**config.mk**
```make
export PLATFORM = sky130hd
export DESIGN_NAME = shift_queue_with_sort
export DESIGN_NICKNAME = d
export VERILOG_FILES = /design/src/rtl/sqs_pkg.sv /design/src/rtl/sqs_cell.sv /design/src/rtl/sqs_ctrl.sv /design/src/rtl/shift_queue_with_sort.sv
export SDC_FILE = /design/constraint.sdc
export NUM_CORES = 2
export LEC_CHECK = 0
export ABC_AREA = 1
export BUFFER_PORTS_ARGS = -buffer_cell sky130_fd_sc_hd__buf_2
export CAP_MARGIN = 20
export CORE_UTILIZATION = 45
export DETAILED_ROUTE_END_ITERATION = 16
export GPL_TIMING_DRIVEN = 0
export PLACE_DENSITY = 0.64
export SETUP_SLACK_MARGIN = 0.02
export SLEW_MARGIN = 20
export SYNTH_ARGS = -nofsm -noshare
export SYNTH_HDL_FRONTEND = slang
export SYNTH_SLANG_ARGS = --single-unit
```
**constraint.sdc**
```tcl
create_clock -name clk -period 5.2 [get_ports clk]
set_clock_uncertainty 0.1 [all_clocks]
set_input_delay 1.04 -clock clk [delete_from_list [all_inputs] [get_ports clk]]
set_output_delay 1.04 -clock clk [all_outputs]
set_load 0.02 [all_outputs]
```
**src/rtl/sqs_pkg.sv**
```systemverilog
// Shared types, codes and constants for the shift queue with sort.
`default_nettype none
package sqs_pkg;

  localparam int DEPTH_DEF = 16;
  localparam int WORD_W    = 32;

  localparam logic [2:0] OP_ENQ   = 3'd0;
  localparam logic [2:0] OP_DEQ   = 3'd1;
  localparam logic [2:0] OP_CLR   = 3'd2;
  localparam logic [2:0] OP_PRINT = 3'd3;
  localparam logic [2:0] OP_SORT  = 3'd4;

  localparam logic [1:0] ST_OK    = 2'd0;
  localparam logic [1:0] ST_FULL  = 2'd1;
  localparam logic [1:0] ST_EMPTY = 2'd2;

  typedef struct packed {
    logic [2:0]               op;
    logic signed [WORD_W-1:0] value;
  } in_item_t;

  typedef struct packed {
    logic signed [WORD_W-1:0] word;
    logic [1:0]               status;
    logic                     last;
  } out_item_t;

  typedef enum logic [1:0] {
    FSM_IDLE,
    FSM_SORT,
    FSM_FWD,
    FSM_REV
  } fsm_state_t;

  typedef enum logic [2:0] {
    CELL_HOLD,
    CELL_LOAD,
    CELL_SHIFT,
    CELL_ROTUP,
    CELL_SORT
  } cell_cmd_t;

  typedef struct packed {
    cell_cmd_t cmd;
    logic      wrap;
    logic      parity;
  } cell_ctl_t;

endpackage
`default_nettype wire

```
**src/rtl/sqs_cell.sv**
```systemverilog
// One storage cell of the queue: holds a slot and trades words with its neighbors.
`default_nettype none
module sqs_cell #(
  parameter int CW  = 5,
  parameter int IDX = 0
) (
  input  logic                              clk,
  input  sqs_pkg::cell_ctl_t                ctl,
  input  logic [CW-1:0]                     count,
  input  logic signed [sqs_pkg::WORD_W-1:0] value_in,
  input  logic signed [sqs_pkg::WORD_W-1:0] left_in,
  input  logic signed [sqs_pkg::WORD_W-1:0] right_in,
  input  logic signed [sqs_pkg::WORD_W-1:0] head_in,
  input  logic signed [sqs_pkg::WORD_W-1:0] tail_in,
  output logic signed [sqs_pkg::WORD_W-1:0] data_out
);
  import sqs_pkg::*;

  localparam logic [CW-1:0] MY_IDX   = CW'(IDX);
  localparam logic [CW-1:0] NEXT_IDX = CW'(IDX + 1);
  localparam logic          IS_ODD   = 1'(IDX % 2);

  logic signed [WORD_W-1:0] data_r;
  logic signed [WORD_W-1:0] data_nxt;

  always_comb begin
    data_nxt = data_r;
    case (ctl.cmd)
      CELL_LOAD: begin
        if (count == MY_IDX) begin
          data_nxt = value_in;
        end
      end
      CELL_SHIFT: begin
        // On a rotation the tail slot takes the head word.
        if (ctl.wrap && (NEXT_IDX == count)) begin
          data_nxt = head_in;
        end else begin
          data_nxt = right_in;
        end
      end
      CELL_ROTUP: begin
        if (IDX == 0) begin
          data_nxt = tail_in;
        end else begin
          data_nxt = left_in;
        end
      end
      CELL_SORT: begin
        // Odd-even transposition: the lower cell of a pair keeps the minimum.
        if (ctl.parity == IS_ODD) begin
          if ((NEXT_IDX < count) && (right_in < data_r)) begin
            data_nxt = right_in;
          end
        end else begin
          if ((IDX != 0) && (MY_IDX < count) && (data_r < left_in)) begin
            data_nxt = left_in;
          end
        end
      end
      default: begin
        data_nxt = data_r;
      end
    endcase
  end

  always_ff @(posedge clk) begin
    data_r <= data_nxt;
  end

  assign data_out = data_r;

endmodule
`default_nettype wire

```
**src/rtl/sqs_ctrl.sv**
```systemverilog
// Sequencer for the queue: decodes items, drives the cell row and registers results.
`default_nettype none
module sqs_ctrl #(
  parameter int DEPTH = sqs_pkg::DEPTH_DEF,
  parameter int CW    = $clog2(DEPTH + 1)
) (
  input  logic                              clk,
  input  logic                              rst_n,
  input  logic                              start,
  input  sqs_pkg::in_item_t                 in_item,
  output logic                              busy,
  output logic [CW-1:0]                     count,
  output sqs_pkg::cell_ctl_t                cell_ctl,
  input  logic signed [sqs_pkg::WORD_W-1:0] head_in,
  input  logic signed [sqs_pkg::WORD_W-1:0] tail_in,
  output logic                              out_strobe,
  output sqs_pkg::out_item_t                out_item
);
  import sqs_pkg::*;

  localparam logic [CW-1:0] FULL_CNT = CW'(DEPTH);
  localparam logic [CW-1:0] ONE      = CW'(1);

  fsm_state_t      state_r, state_nxt;
  logic [CW-1:0]   count_r, count_nxt;
  logic [CW-1:0]   k_r, k_nxt;
  logic            out_strobe_r, out_strobe_nxt;
  out_item_t       out_item_r, out_item_nxt;
  logic            accept;
  logic            k_last;
  logic            is_empty;
  logic            is_full;

  assign accept   = start && (state_r == FSM_IDLE);
  assign k_last   = (k_r == (count_r - ONE));
  assign is_empty = (count_r == '0);
  assign is_full  = (count_r == FULL_CNT);

  // Next state, count and step counter.
  always_comb begin
    state_nxt = state_r;
    count_nxt = count_r;
    k_nxt     = k_r;
    case (state_r)
      FSM_IDLE: begin
        k_nxt = '0;
        if (accept) begin
          case (in_item.op)
            OP_ENQ: begin
              if (!is_full) begin
                count_nxt = count_r + ONE;
              end
            end
            OP_DEQ: begin
              if (!is_empty) begin
                count_nxt = count_r - ONE;
              end
            end
            OP_CLR: begin
              count_nxt = '0;
            end
            OP_PRINT: begin
              if (!is_empty) begin
                state_nxt = FSM_FWD;
              end
            end
            OP_SORT: begin
              if (!is_empty) begin
                state_nxt = FSM_SORT;
              end
            end
            default: begin
              state_nxt = FSM_IDLE;
            end
          endcase
        end
      end
      FSM_SORT: begin
        k_nxt = k_r + ONE;
        if (k_last) begin
          state_nxt = FSM_REV;
          k_nxt     = '0;
        end
      end
      FSM_FWD, FSM_REV: begin
        k_nxt = k_r + ONE;
        if (k_last) begin
          state_nxt = FSM_IDLE;
        end
      end
      default: begin
        state_nxt = FSM_IDLE;
      end
    endcase
  end

  // Cell commands and result items.
  always_comb begin
    cell_ctl       = '{cmd: CELL_HOLD, wrap: 1'b0, parity: 1'b0};
    out_strobe_nxt = 1'b0;
    out_item_nxt   = '{word: '0, status: ST_OK, last: 1'b1};
    case (state_r)
      FSM_IDLE: begin
        if (accept) begin
          case (in_item.op)
            OP_ENQ: begin
              out_strobe_nxt = 1'b1;
              if (is_full) begin
                out_item_nxt.status = ST_FULL;
              end else begin
                cell_ctl.cmd = CELL_LOAD;
              end
            end
            OP_DEQ: begin
              out_strobe_nxt = 1'b1;
              if (is_empty) begin
                out_item_nxt.status = ST_EMPTY;
              end else begin
                cell_ctl.cmd      = CELL_SHIFT;
                out_item_nxt.word = head_in;
              end
            end
            OP_CLR: begin
              out_strobe_nxt = 1'b1;
            end
            OP_PRINT, OP_SORT: begin
              if (is_empty) begin
                out_strobe_nxt      = 1'b1;
                out_item_nxt.status = ST_EMPTY;
              end
            end
            default: begin
              out_strobe_nxt = 1'b0;
            end
          endcase
        end
      end
      FSM_SORT: begin
        cell_ctl.cmd    = CELL_SORT;
        cell_ctl.parity = k_r[0];
      end
      FSM_FWD: begin
        cell_ctl.cmd      = CELL_SHIFT;
        cell_ctl.wrap     = 1'b1;
        out_strobe_nxt    = 1'b1;
        out_item_nxt.word = head_in;
        out_item_nxt.last = k_last;
      end
      FSM_REV: begin
        cell_ctl.cmd      = CELL_ROTUP;
        out_strobe_nxt    = 1'b1;
        out_item_nxt.word = tail_in;
        out_item_nxt.last = k_last;
      end
      default: begin
        out_strobe_nxt = 1'b0;
      end
    endcase
  end

  always_ff @(posedge clk) begin
    if (!rst_n) begin
      state_r      <= FSM_IDLE;
      count_r      <= '0;
      k_r          <= '0;
      out_strobe_r <= 1'b0;
    end else begin
      state_r      <= state_nxt;
      count_r      <= count_nxt;
      k_r          <= k_nxt;
      out_strobe_r <= out_strobe_nxt;
    end
  end

  always_ff @(posedge clk) begin
    out_item_r <= out_item_nxt;
  end

  assign busy       = (state_r != FSM_IDLE);
  assign count      = count_r;
  assign out_strobe = out_strobe_r;
  assign out_item   = out_item_r;

endmodule
`default_nettype wire

```
**src/rtl/shift_queue_with_sort.sv**
```systemverilog
// Top level of the shift queue with sort: a row of slot cells and their sequencer.
// Enqueue, dequeue and clear finish at acceptance; the result item follows in the next cycle.
// Print keeps busy high while it rotates the queue once round, one rotation per emitted item.
// Sort first runs odd-even exchange phases, then emits the words from tail to head.
// Results cannot be stalled by the receiver, so busy depends only on the running operation.
// Synchronous active-low reset empties the queue; slot contents are not cleared.
`default_nettype none
module shift_queue_with_sort #(
  parameter int DEPTH = sqs_pkg::DEPTH_DEF
) (
  input  logic               clk,
  input  logic               rst_n,
  input  logic               start,
  output logic               busy,
  input  sqs_pkg::in_item_t  in_item,
  output logic               out_strobe,
  output sqs_pkg::out_item_t out_item
);
  import sqs_pkg::*;

  // Count needs to hold DEPTH itself; a slot index only DEPTH-1.
  localparam int CW = $clog2(DEPTH + 1);
  localparam int IW = $clog2(DEPTH);

  cell_ctl_t                cell_ctl;
  logic [CW-1:0]            count;
  logic [IW-1:0]            tail_idx;
  logic signed [WORD_W-1:0] slot_w  [DEPTH];
  logic signed [WORD_W-1:0] left_w  [DEPTH];
  logic signed [WORD_W-1:0] right_w [DEPTH];
  logic signed [WORD_W-1:0] head_w;
  logic signed [WORD_W-1:0] tail_w;

  // The head is always slot 0. The tail word feeds the descending emission
  // after a sort; it is only used while the queue holds at least one word.
  assign head_w   = slot_w[0];
  assign tail_idx = IW'(count - CW'(1));
  assign tail_w   = slot_w[tail_idx];

  sqs_ctrl #(
    .DEPTH (DEPTH),
    .CW    (CW)
  ) u_ctrl (
    .clk        (clk),
    .rst_n      (rst_n),
    .start      (start),
    .in_item    (in_item),
    .busy       (busy),
    .count      (count),
    .cell_ctl   (cell_ctl),
    .head_in    (head_w),
    .tail_in    (tail_w),
    .out_strobe (out_strobe),
    .out_item   (out_item)
  );

  // Each cell sees its two neighbors; the ends of the row see zero, which
  // never reaches a slot that is later read.
  genvar gi;
  generate
    for (gi = 0; gi < DEPTH; gi++) begin : g_cell
      if (gi == 0) begin : g_left_end
        assign left_w[gi] = '0;
      end else begin : g_left
        assign left_w[gi] = slot_w[gi-1];
      end
      if (gi == DEPTH - 1) begin : g_right_end
        assign right_w[gi] = '0;
      end else begin : g_right
        assign right_w[gi] = slot_w[gi+1];
      end

      sqs_cell #(
        .CW  (CW),
        .IDX (gi)
      ) u_cell (
        .clk      (clk),
        .ctl      (cell_ctl),
        .count    (count),
        .value_in (in_item.value),
        .left_in  (left_w[gi]),
        .right_in (right_w[gi]),
        .head_in  (head_w),
        .tail_in  (tail_w),
        .data_out (slot_w[gi])
      );
    end
  endgenerate

endmodule
`default_nettype wire

```
-- After elaboration in Yosys (flattened, before gate mapping)
Cells that the tools add are included.
- flip-flop bits (word level): 560
- bits of input ports: 38
- output and inout bits: 37
- logic and storage cells: 337
- add/sub/neg operators: 3
- magnitude comparators: 33
- eq/ne operators: 87
- mux-type cells: 128
- bitwise operators: 1
- reductions and logical operators: 62
- operator list (kind ; count):
    32-bit 2-to-1 mux ; 83
    32-bit case mux with 4 select lines ; 16
    32-bit < comparator ; 15
    32-bit binary-select mux with 4-bit select ; 1
    32-bit case mux with 3 select lines ; 1
    4-bit AND reduction ; 15
    4-bit by 5-bit == test with 1-bit output, first input constant ; 8
    5-bit by 4-bit == test with 1-bit output, second input constant ; 8
    4-bit by 5-bit < comparator with 1-bit output, first input constant ; 8
    2-bit by 1-bit inequality test with 1-bit output, second input constant ; 19
    34-bit 2-to-1 mux ; 1
    1-bit logical AND ; 33
    1-bit by 32-bit < comparator with 1-bit output, first input constant ; 1
    5-bit case mux with 3 select lines ; 2
    3-bit by 1-bit inequality test with 1-bit output, second input constant ; 8
    3-bit by 2-bit inequality test with 1-bit output, second input constant ; 8
    3-bit by 5-bit == test with 1-bit output, first input constant ; 4
    5-bit by 3-bit == test with 1-bit output, second input constant ; 4
    3-bit by 5-bit < comparator with 1-bit output, first input constant ; 4
    5-bit 2-to-1 mux ; 3
    2-bit 2-to-1 mux ; 7
    3-bit by 2-bit == test with 1-bit output, second input constant ; 4
    2-bit inequality test, second input constant ; 6
    2-bit case mux with 3 select lines ; 2
    other kinds (36) ; 53

-- Longest topological paths before layout
- depth after elaboration: 8
- mapped depth: 20
- depth with buffers taken out: 17

-- Modules after synthesis
Synthesis repeated with hierarchy kept, for this count alone.
- cell total of the unflattened synthesis: 10325
- area, all modules: 70229.9 µm²
- by module, submodules not included (module ; times used ; cells an instance ; area an instance (µm²) ; seq. area each (µm²)):
    shift_queue_with_sort ; 1 ; 1557 ; 6393.6 ; 0.0
    sqs_cell (g_cell[4].u_cell) ; 1 ; 584 ; 4431.8 ; 960.9
    sqs_cell (g_cell[8].u_cell) ; 1 ; 583 ; 4374.2 ; 960.9
    sqs_cell (g_cell[10].u_cell) ; 1 ; 581 ; 4296.6 ; 960.9
    sqs_cell (g_cell[12].u_cell) ; 1 ; 584 ; 4279.1 ; 960.9
    sqs_cell (g_cell[6].u_cell) ; 1 ; 580 ; 4093.9 ; 960.9
    sqs_cell (g_cell[2].u_cell) ; 1 ; 573 ; 3955.0 ; 960.9
    sqs_cell (g_cell[14].u_cell) ; 1 ; 573 ; 3921.3 ; 960.9
    sqs_cell (g_cell[11].u_cell) ; 1 ; 506 ; 3759.9 ; 960.9
    sqs_cell (g_cell[5].u_cell) ; 1 ; 503 ; 3727.3 ; 960.9
    sqs_cell (g_cell[15].u_cell) ; 1 ; 508 ; 3647.2 ; 960.9
    sqs_cell (g_cell[9].u_cell) ; 1 ; 504 ; 3642.2 ; 960.9
    sqs_cell (g_cell[3].u_cell) ; 1 ; 509 ; 3626.0 ; 960.9
    sqs_cell (g_cell[7].u_cell) ; 1 ; 506 ; 3612.2 ; 960.9
    4 more rows ; - ; - ; - ; -

-- Least setup slack after synthesis
No wires, ideal clock.
- path type: reg2reg
- from: reg u_ctrl.count_r[0], in the netlist u_ctrl.count[0]
- to: reg g_cell[0].u_cell.data_r[0], enable pin
- setup time: 432 ps
- arrival time: 3959 ps
- required time: 4668 ps
- path slack: 709 ps
- stages on the path, launching flop included: 19
- buffers on the path: 5
- period minus slack after synthesis: 4491 ps
- cell sequence: dfxtp_1 inv_1 buf_2 buf_2 buf_2 clkbuf_1 ha_1 inv_1 nor2_1 inv_2 nor2_2 inv_2 a31oi_4 inv_2 nor2_8 buf_12 nand2_4 o2111ai_1 a21oi_1
- longest elaborated chain between the ends: 8
- elaborated cells on any way between the ends: 21
- those cells by class: order compare (1); eq/ne (10); mux (5); reduce/logical (5)
- ends and longest elaborated chain (what ; RTL line ; RTL):
    start: declaration ; sqs_ctrl.sv:25 ; logic [CW-1:0] count_r, count_nxt;
    start signal: assignment ; sqs_ctrl.sv:169 ; count_r <= count_nxt;
    5-bit == test or 5-bit zero test (tied branches) ; sqs_ctrl.sv:37, sqs_cell.sv:30, sqs_ctrl.sv:36 ;
    1-bit 2-to-1 mux or 2-bit 2-to-1 mux (tied branches) ; sqs_ctrl.sv:108, sqs_ctrl.sv:116 ;
    3-bit case mux with 2 select lines ; sqs_ctrl.sv:105 ; case (in_item.op)
    3-bit 2-to-1 mux ; sqs_ctrl.sv:104 ; if (accept) begin
    3-bit case mux with 4 select lines ; sqs_ctrl.sv:102 ; case (state_r)
    3-bit == test, or another cell as far along ; sqs_cell.sv:28 ; case (ctl.cmd)
    2-bit inequality test (no line), or another cell as far along ; - ;
    5-bit AND reduction (no line) (*) ; - ;
    end signal: assignment ; sqs_cell.sv:68 ; data_r <= data_nxt;
    end: declaration ; sqs_cell.sv:23 ; logic signed [WORD_W-1:0] data_r;
Every way passes the cells marked *; elsewhere a longest branch is shown, timed or not.
A chain may end at the register's enable or synchronous reset.

==> metrics.cfg <==
[floorplan]
row_count=114
io_pins=75
die_h_um=314.7
die_x_um=314.7
initial_core_util_pct=45.48
core_um2=96710
die_area_um2=99000

[hold_path]
hold_depth=1
worstHoldPathType=flip-flop to flip-flop

[synthesis]
synth_seq_cells=560
ys_types=46
synth_nets=6007
synthCells=5498
synthDominantAreaCellType=edfxtp_1
yosysWarningCount=0
ys_seq_area_share_pct=37.14
post-synth-top-area-fraction_pct=34.95
syn_area_um2=43990
synthTopCellsByArea=edfxtp_1, ha_1, nand2_1, o2111ai_1, a21oi_1
avgSynthCellArea_um2=8.001

[critical_path]
path_depth=13
required_ns=5.62
cp_common_cell=nand3_1
crit_fanout=19
r2r_slack_ns=-0.005
reg2regPathDepth=13
path_class=flip-flop to flip-flop
max_stage_delay_ns=1.00
crit_buf_inv=7
critPathArrivalTime_ns=5.63
path_delay_family=buffers and inverters
cp-start-kind=flip-flop
end_kind=flip-flop
path_cells=inv_1 -> buf_2 -> clkbuf_4 -> clkbuf_8 -> ha_1 -> xnor2_1 -> inv_1 -> buf_2 -> buf_1 -> nand3_1 -> nand3_1 -> nand3_1 -> a21oi_2
cpMaxStageDelayCell=buf_1

[clock_tree]
cts_num_sinks=560
cts_buffer_depth=3
clock_latency_ns=0.70
root_buffer=clkbuf_16
clk_pin_slew_ns=0.06
hold_buffers=0
cts_made_buffers=74
cts_tree=done
h-tree-depth=3

[global_routing]
antenna_found_initial=14
grt_pass1_vias=44640
grt_overflow_total=0
grt_pass1_wl_um=356900
grt_start_max_net_pins=19
grt.total_usage_pct=52.79

[finish]
final_common_cell=nand2_1
area_growth_pct=12.27
fill_cells=9657
layout.nets=6190
fin_area_um2=49380
post-route-util_pct=51.06
layout-drive-gt1-share_pct=8.290
mostFrequentLayoutCells=nand2_1, inv_1, a21oi_1

[place]
hpwl_um=198900
place_area_um2=46890
gp_congestion=1.085
io_buffers=74
post-place-ws_ns=-0.8415

[sta]
tightest_slew_ns=1.397
fmax_mhz=192.1
layout_setup_ws_ns=-0.005287
hold_viol_final=0
whs_ns=0.4480
period_share_pct=100.1
min_period_ns=5.205
setup_viol=1
rsz0062_at_grt=no
slew_viol_final=0
slew_headroom_pct=6.894

[detailed_routing]
antenna_left=0
firstDrtPassIters=8
drt-total-wl_um=267900
vias=48540
wl_per_cell_um=38.08
viasPerCell=6.900
drt_iter0_markers=8584
drc=0

[power]
irDropWorstVdd_v=0.0002425
p_leak_nw=20.21
p_per_area_nw_per_um2=361.4
power.total_w=0.01785

[run_status]
violations=setup timing
status=finished, violations left

[flow_run]
cap_viol_max_count=0

==> stage by stage <==
stage	cells	TNS, ns
2_1_floorplan	5498	0
5_1_grt	7021	0
3_5_place_dp	6882	-63.04
3_3_place_gp	6848	-2131.45
6_report	7035	-0.005287
4_1_cts	7019	0
==> final timing paths <==
check,end,start
max,u_ctrl.out_item[34],u_ctrl.count[0]
max reg2reg,u_ctrl.out_item[34],u_ctrl.count[0]
min reg2reg,u_ctrl.k_r[0],u_ctrl.k_r[0]
min,u_ctrl.k_r[0],u_ctrl.k_r[0]
==> synth_stat cells (all sizes together) <==
library cell  number
edfxtp           512
o31ai              3
a211oi             2
nand3b             5
a21o               1
clkbuf           220
buf              131
xnor2              2
o21a              11
or2                1
nor3              25
o221ai            64
o21bai             1
nor3b              1
nor4              11
clkinv             2
and3               1
o32ai              1
o21ai            331
ha               471
o22ai              6
a21oi            522
inv              659
dfxtp             48
nand2           1425
o2111ai          412
a311oi             1
xor2               3
nor2             200
nand3            379
o211ai             7
a31oi             10
nand4             30
==> layer usage <==
| layer | global-route usage [%] | vias up | wire, um |
|---|---|---|---|
| li1 | - | 19920 | - |
| met1 | 64.45 | 23110 | 96430 |
| met2 | 70.56 | 4422 | 102900 |
| met4 | 39.29 | 10 | 24080 |
| met3 | 26.31 | 1078 | 44400 |
| met5 | 0.3385 | - | 108 |
==> power breakdown <==
| part | internal [W] | switching (W) |
|---|---|---|
| clock | 0.00301 | 0.00234 |
| sequential | 0.00566 | 0.000497 |
| combinational | 0.00170 | 0.00465 |
| total | 0.0104 | 0.00749 |
==> logic make-up after synthesis <==
group / synth area share, %
XOR/XNOR: 0.09957
AO/OA/AOI/OAI: 19.93
AND/OR/NAND/NOR: 19.93
buffers and inverters: 9.512
flip-flops: 37.14
adder cells (fa/ha/maj): 13.40
==> registers in the layout, indices dropped and copies added (netlist names) <==
| signal | flops |
|---|---|
| g_cell.u_cell.data_out | 512 |
| u_ctrl.out_item | 35 |
| u_ctrl.count | 5 |
| u_ctrl.k_r | 5 |
| u_ctrl.state_r | 2 |
| u_ctrl.out_strobe | 1 |
==> cell type report <==
cell class	instances	area (um2)	share of cell area, %
multi-input combinational	3926	23640	47.87
timing repair buffer	108	1107	2.242
tap	1276	1597	3.233
clock buffer	113	2150	4.353
clock inverter	24	230.2	0.4662
sequential	560	16340	33.08
inverter	661	2481	5.024
antenna	17	42.54	0.08615
buffer	350	1799	3.643
==> repair_timing <==
item | 4_1_cts | 5_1_grt
setup buffers | 0 | 0
endpoints found under the setup margin | 695 | 207
gates resized for setup | 17 | 1
cloned | 0 | 0
pin swaps | 0 | 0
==> worst reg2reg max path, cell delays in order (launching register included) <==
cell	delay (ns)
dfxtp_1	0.67
inv_1	0.14
buf_2	0.24
clkbuf_4	0.33
clkbuf_8	0.32
ha_1	0.29
xnor2_1	0.21
inv_1	0.26
buf_2	0.37
buf_1	1.00
nand3_1	0.17
nand3_1	0.18
nand3_1	0.10
a21oi_2	0.65
(Power assumes the default switching activity.)
